`src/sv/salts_pkg.sv`:
```
`timescale 1ns / 1ps

package salts_pkg;

    // Default geometry of the tag store.
    localparam int SETS_DEF     = 256;
    localparam int WAYS_DEF     = 4;
    localparam int TAG_BITS_DEF = 32;

    // Field widths fixed by the request and result words.
    localparam int SET_IDX_W = 8;
    localparam int TAG_IN_W  = 32;
    localparam int STATE_W   = 3;

    // Request operations.
    typedef enum logic [1:0] {
        REQ_LOOKUP = 2'd0,
        REQ_CHANGE = 2'd1,
        REQ_TOUCH  = 2'd2,
        REQ_INSERT = 2'd3
    } t_req_op;

    // Coherence states: owned and modified count as dirty for the victim report.
    localparam logic [STATE_W-1:0] ST_OWNED    = 3'd3;
    localparam logic [STATE_W-1:0] ST_MODIFIED = 3'd4;
    localparam logic [STATE_W-1:0] ST_INVALID  = 3'd0;

    // Result word handed from the update logic to the output register.
    typedef struct packed {
        logic [STATE_W-1:0] line_state;
        logic               victim_dirty;
    } t_result;

endpackage

```
`src/sv/salts_update.sv`:
```
`timescale 1ns / 1ps

module salts_update
    import salts_pkg::*;
#(
    parameter int WAYS     = WAYS_DEF,
    parameter int TAG_BITS = TAG_BITS_DEF,
    parameter int WAY_W    = 2,
    parameter int ROW_W    = WAYS * (TAG_BITS + STATE_W + WAY_W)
) (
    input  logic [ROW_W-1:0]    i_row,
    input  t_req_op             i_op,
    input  logic [TAG_BITS-1:0] i_tag,
    input  logic [STATE_W-1:0]  i_new_state,
    output logic [ROW_W-1:0]    o_row,
    output t_result             o_result
);

    localparam int WAY_BITS = TAG_BITS + STATE_W + WAY_W;

    logic [TAG_BITS-1:0] way_tag   [WAYS];
    logic [STATE_W-1:0]  way_state [WAYS];
    logic [WAY_W-1:0]    way_rank  [WAYS];
    logic                hit;
    logic [WAY_W-1:0]    hit_way;
    logic [WAY_W-1:0]    lru_way;
    logic [WAY_W-1:0]    tgt_way;
    logic [WAY_W-1:0]    tgt_rank;
    logic [STATE_W-1:0]  victim_state;
    logic                do_tag;
    logic                do_state;
    logic                do_mru;

    always_comb begin
        hit     = 1'b0;
        hit_way = '0;
        lru_way = '0;
        for (int w = 0; w < WAYS; w++) begin
            way_rank[w]  = i_row[w*WAY_BITS +: WAY_W];
            way_state[w] = i_row[w*WAY_BITS + WAY_W +: STATE_W];
            way_tag[w]   = i_row[w*WAY_BITS + WAY_W + STATE_W +: TAG_BITS];
        end
        // The first matching way wins; the LRU way is the one ranked last.
        for (int w = WAYS - 1; w >= 0; w--) begin
            if (way_tag[w] == i_tag) begin
                hit     = 1'b1;
                hit_way = WAY_W'(w);
            end
        end
        for (int w = 0; w < WAYS; w++) begin
            if (way_rank[w] == WAY_W'(WAYS - 1)) begin
                lru_way = WAY_W'(w);
            end
        end
    end

    always_comb begin
        victim_state          = way_state[lru_way];
        o_result.line_state   = hit ? way_state[hit_way] : ST_INVALID;
        o_result.victim_dirty = (victim_state == ST_OWNED) || (victim_state == ST_MODIFIED);

        do_tag   = 1'b0;
        do_state = 1'b0;
        do_mru   = 1'b0;
        tgt_way  = hit_way;
        case (i_op)
            REQ_CHANGE: begin
                do_state = hit;
            end
            REQ_TOUCH: begin
                do_mru = hit;
            end
            REQ_INSERT: begin
                do_state = 1'b1;
                do_mru   = 1'b1;
                do_tag   = !hit;
                tgt_way  = hit ? hit_way : lru_way;
            end
            default: begin
            end
        endcase
        tgt_rank = way_rank[tgt_way];
    end

    always_comb begin
        o_row = i_row;
        for (int w = 0; w < WAYS; w++) begin
            if (do_tag && (tgt_way == WAY_W'(w))) begin
                o_row[w*WAY_BITS + WAY_W + STATE_W +: TAG_BITS] = i_tag;
            end
            if (do_state && (tgt_way == WAY_W'(w))) begin
                o_row[w*WAY_BITS + WAY_W +: STATE_W] = i_new_state;
            end
            if (do_mru) begin
                if (tgt_way == WAY_W'(w)) begin
                    o_row[w*WAY_BITS +: WAY_W] = '0;
                end else if (way_rank[w] < tgt_rank) begin
                    o_row[w*WAY_BITS +: WAY_W] = WAY_W'(way_rank[w] + 1'b1);
                end
            end
        end
    end

endmodule

```
`config.mk`:
```
export PLATFORM = sky130hd
export DESIGN_NAME = salts_update
export DESIGN_NICKNAME = d
export VERILOG_FILES = /design/src/sv/salts_pkg.sv /design/src/sv/salts_update.sv
export SDC_FILE = /design/constraint.sdc
export NUM_CORES = 1
export LEC_CHECK = 0
export ABC_AREA = 1
export BUFFER_PORTS_ARGS = -buffer_cell sky130_fd_sc_hd__buf_2
export CAP_MARGIN = 15
export CELL_PAD_IN_SITES_DETAIL_PLACEMENT = 1
export CELL_PAD_IN_SITES_GLOBAL_PLACEMENT = 1
export CORE_MARGIN = 2
export CORE_UTILIZATION = 29
export DETAILED_ROUTE_END_ITERATION = 16
export PLACE_DENSITY = 0.95
export SYNTH_ARGS = -nofsm -noshare
export SYNTH_HDL_FRONTEND = slang
export SYNTH_SLANG_ARGS = --single-unit
```
`constraint.sdc`:
```
create_clock -name vclk -period 8.1
set_input_delay 2.43 -clock vclk [all_inputs]
set_output_delay 2.43 -clock vclk [all_outputs]
set_load 0.1 [all_outputs]
```
======== After elaboration in Yosys (flattened, before gate mapping) ========
Cells that the tools add are included.
storage, ports and cells
  input bits .............................. 185
  output and inout bits ................... 152
  word-level logic and storage cells ...... 86
  bits in registers ....................... 0
operators by class
  reductions and logical operators ........ 11
  equal/unequal tests ..................... 15
  muxes and demuxes ....................... 46
  add/sub/neg operators ................... 4
  bitwise operators ....................... 3
  magnitude comparators ................... 7
operators with widths
  kind                                                       count
  == test 32 bit                                             4
  two-way mux 32 bit                                         4
  two-way mux 2 bit                                          22
  two-way mux 3 bit                                          9
  == test 2 bit (second input constant)                      7
  binary-select mux 3 bit (select 2 bit)                     2
  greater-or-equal comparator 3 bit (second input constant)  3
  inverter 2 -> 3 bit                                        3
  adder 2 x 1 -> 2 bit (second input constant)               4
  logical AND 1 bit                                          8
  < comparator 2 bit                                         4
  two-way mux 1 bit                                          6
  binary-select mux 2 bit (select 2 bit)                     1
  == test 2 x 1 -> 1 bit (second input constant)             2
  case mux 1 bit (2 select lines)                            2
  == test 3 x 2 -> 1 bit (second input constant)             1
  == test 3 bit (second input constant)                      1
  logical NOT 2 bit                                          1
  logical NOT 1 bit                                          1
  logical OR 1 bit                                           1

======== Depth between registers and ports, before layout ========
  depth in word-level cells ............... 15
  mapped depth ............................ 24
  mapped depth without buffers ............ 23

======== Least setup slack after synthesis ========
No wires, ideal clock.
  path type ............................... input to output
  start ................................... input i_tag[24]
  end ..................................... output o_row[127]
  arrival time ............................ 6047 ps
  slack ................................... -377 ps
  stages on the path ...................... 18
  path through ............................ buf_4 inv_4 nand2_1 nand2_1 nor2_1 and2_0 nand2_1 nor2_1 nand2_2 nand2_2 nor2_4 nand3_2 nand2_4 nand2_1 inv_2 nand2_4 buf_2 o21ai_0
between the ends
  longest elaborated chain between the ends .. 10
RTL lines
  what                                                                 line                RTL
  start: declaration                                                   salts_update.sv:13  input logic [TAG_BITS-1:0] i_tag,
  == test 32 bit                                                       salts_update.sv:45  if (way_tag[w] == i_tag) begin
  two-way mux 2 bit or two-way mux 1 bit (tied branches) (4 in a row)  salts_update.sv:45
  two-way mux 2 bit                                                    salts_update.sv:77  tgt_way = hit ? hit_way : lru_way;
  two-way mux 2 bit                                                    salts_update.sv:66  case (i_op)
  == test 2 bit                                                        salts_update.sv:88  if (do_tag && (tgt_way == WAY_W'(w))) begin
  logical AND 1 bit (*)                                                salts_update.sv:88
  two-way mux 32 bit (*)                                               salts_update.sv:88
  end: declaration                                                     salts_update.sv:15  output logic [ROW_W-1:0] o_row,
Mark *: on every way between the ends. The rest lies on a longest branch, timed or not.

======== Worst setup path after layout ========
  start ................................... input i_tag[18]
  end ..................................... output o_row[118]
The elaborated chain is that of the path after synthesis.

==> flow_metrics.tcl <==
set metrics [dict create \
    portBuffers 337 \
    post-route-min-period_ps 7830 \
    grt_pass1_wl_um 45600 \
    rows 50 \
    synthToLayoutAreaGrowth_pct 59.9 \
    status "finished clean" \
    yosysSeqAreaShare 0 \
    die_h_um 141 \
    critPathBufInv 6 \
    critPathMaxStageDelay_ps 460 \
    cap_violations 0 \
    min_period_over_period 0.967 \
    leakage_uw 0.00524 \
    holdPathStages 4 \
    cts_hold_buf 0 \
    syn_nets 1372 \
    n_sequential_cell 0 \
    stdcell_count 1727 \
    ir_drop_v 0.0000695 \
    yosysTopAreaCell "nand2_1" \
    cp.required_ps 5670 \
    setup_viol 0 \
    wire_per_inst_um 16.9 \
    synth.area.top_cells "nand2_1, inv_1, o21ai_0" \
    grt_pass1_vias 9071 \
    finalPower_uw 911 \
    drtIter0Drc 275 \
    syn_avg_cell_area_um2 4.62 \
    hold_path_class "in -> out" \
    fill_cells 2714 \
    crit_top_cell "nand2_1" \
    place.gp.congestion 0.986 \
    synth_top_area_share 0.363 \
    p_per_area_nw_per_um2 104 \
    dieArea_um2 20000 \
    antenna_found_initial 7 \
    cts_setup_buffers 0 \
    max_freq_ghz 0.128 \
    syn_area_um2 5470 \
    cp_top_family "simple AND/OR/NAND/NOR gates" \
    place_inst 1722 \
    yosys_warnings 0 \
    grt_usage 0.280 \
    synthDistinctLibCells 32 \
    timing.final.hold_violations 0 \
    fin_nets 1678 \
    synthCells 1184 \
    start_util 0.294 \
    grt_max_degree 39 \
    grt-ovfl-total 0 \
    synthTopCellsByCount "nand2_1, inv_1, nor2_1" \
    wl_um 29200 \
    worstSetupPathType "in -> out" \
    design_area_um2 8750 \
    die_x_um 141 \
    num_vias 8536 \
    first_pass_iters 6 \
    critPathLaunchType "input pin" \
    critPathMaxFanout 38 \
    ant_nets 0 \
    placed_area_um2 8740 \
    ios 337 \
    end_kind "output port" \
    slew_viol_final 0 \
    synth_most_common_cell "nand2_1" \
    slew_headroom 0.578 \
    crit_chain "buf_2 > inv_2 > nand2_1 > nand2_1 > nand2_1 > nor2_1 > nand2_1 > nor2_1 > nand2_1 > nand2_1 > nand2_2 > nand2_4 > nand2_4 > nand2_4 > inv_2 > nand2_1 > inv_2 > nand2_4 > buf_12 > nand2_1 > o21ai_1 > buf_2" \
    layout-drive-gt1-share 0.290 \
    dp_hpwl_um 25600 \
    crit_slowest_cell "buf_2" \
    tightest_slew_ps 631 \
    seq_area_um2 0 \
    routed_via_density 4.94 \
    hold_end "o_row[68]" \
    arrival_ps 5400 \
    rsz0062_at_grt "false" \
    core_area_um2 18600 \
    hp-start "i_row[68]" \
    nClkBuffers 0 \
    drc 0 \
]
[power breakdown]
| group | total [uW] | switching, uW | internal (uW) |
|---|---|---|---|
| registers | 0 | 0 | 0 |
| logic | 911 | 646 | 265 |
| clock network | 0.0000828 | 0 | 0.0000827 |
[worst max-delay path by stage]
| stage | start | to | slack, ps | cells past startpoint |
|---|---|---|---|---|
| 5_1_grt | i_tag[18] | o_row[128] | 20 | 22 |
| 2_1_floorplan | i_tag[24] | o_row[127] | -380 | 18 |
| 6_report | i_tag[18] | o_row[118] | 270 | 22 |
| 3_5_place_dp | i_tag[19] | o_row[120] | 300 | 18 |
| 3_3_place_gp | i_tag[19] | o_row[120] | 350 | 18 |
| 4_1_cts | i_tag[19] | o_row[120] | 300 | 18 |
[metrics by stage]
| step | hold slack, ps | worst slack (ps) | TNS [ps] | utilization |
|---|---|---|---|---|
| after floorplan | 5220 | -377 | -9090 | - |
| after global placement | 5270 | 355 | 0 | 0.469 |
| after detailed placement | 5280 | 302 | 0 | 0.469 |
| after CTS | 5280 | 304 | 0 | 0.469 |
| after global routing | 5290 | 22.4 | 0 | 0.470 |
| final | 5270 | 269 | 0 | 0.470 |
[cells in the final DEF, fill, tap and decap left out, drive strengths merged]
master and instances:
nor3 1, nor2 117, nand3 26, a32o 1, nand3b 2, nand4 7, clkinv 1, ha 3
inv 191, nand2 550, buf 346, a21oi 11, o32a 1, xnor2 51, xor2 26, or2 2
diode 5, a32oi 2, o21ai 149, and2 1
[what timing repair did]
item | CTS | global route
resized for setup | 0 | 1
endpoints found under the setup margin | 0 | 1
hold endpoints to repair | 0 | 0
[cells by family (layout without fill, tap and decap cells)]
kind of cell             Yosys count  after routing  share of synthesized area
AO/OA/AOI/OAI                    164            164                      0.165
XOR/XNOR                          77             77                      0.123
adder cells (fa/ha/maj)            3              3                    0.00686
buffers and inverters            234            538                      0.186
other                              0              5                          0
AND/OR/NAND/NOR                  706            706                      0.518
[metal layers]
metal / vias to the layer above / global-route usage / wire length, um
li1: 4190 / - / -
met1: 3956 / 0.297 / 11000
met2: 317 / 0.555 / 15400
met3: 71 / 0.0408 / 1650
met4: 2 / 0.0974 / 1030
met5: - / 0 / 11
[layout make-up]
type,instances,area (um2),area share
diodes,5,12.5,0.00143
inverters,192,726,0.0829
multi-input cells,950,4460,0.509
well taps,234,293,0.0334
repair buffers,346,3260,0.373
Note: power is estimated with default switching activity, not from simulation.
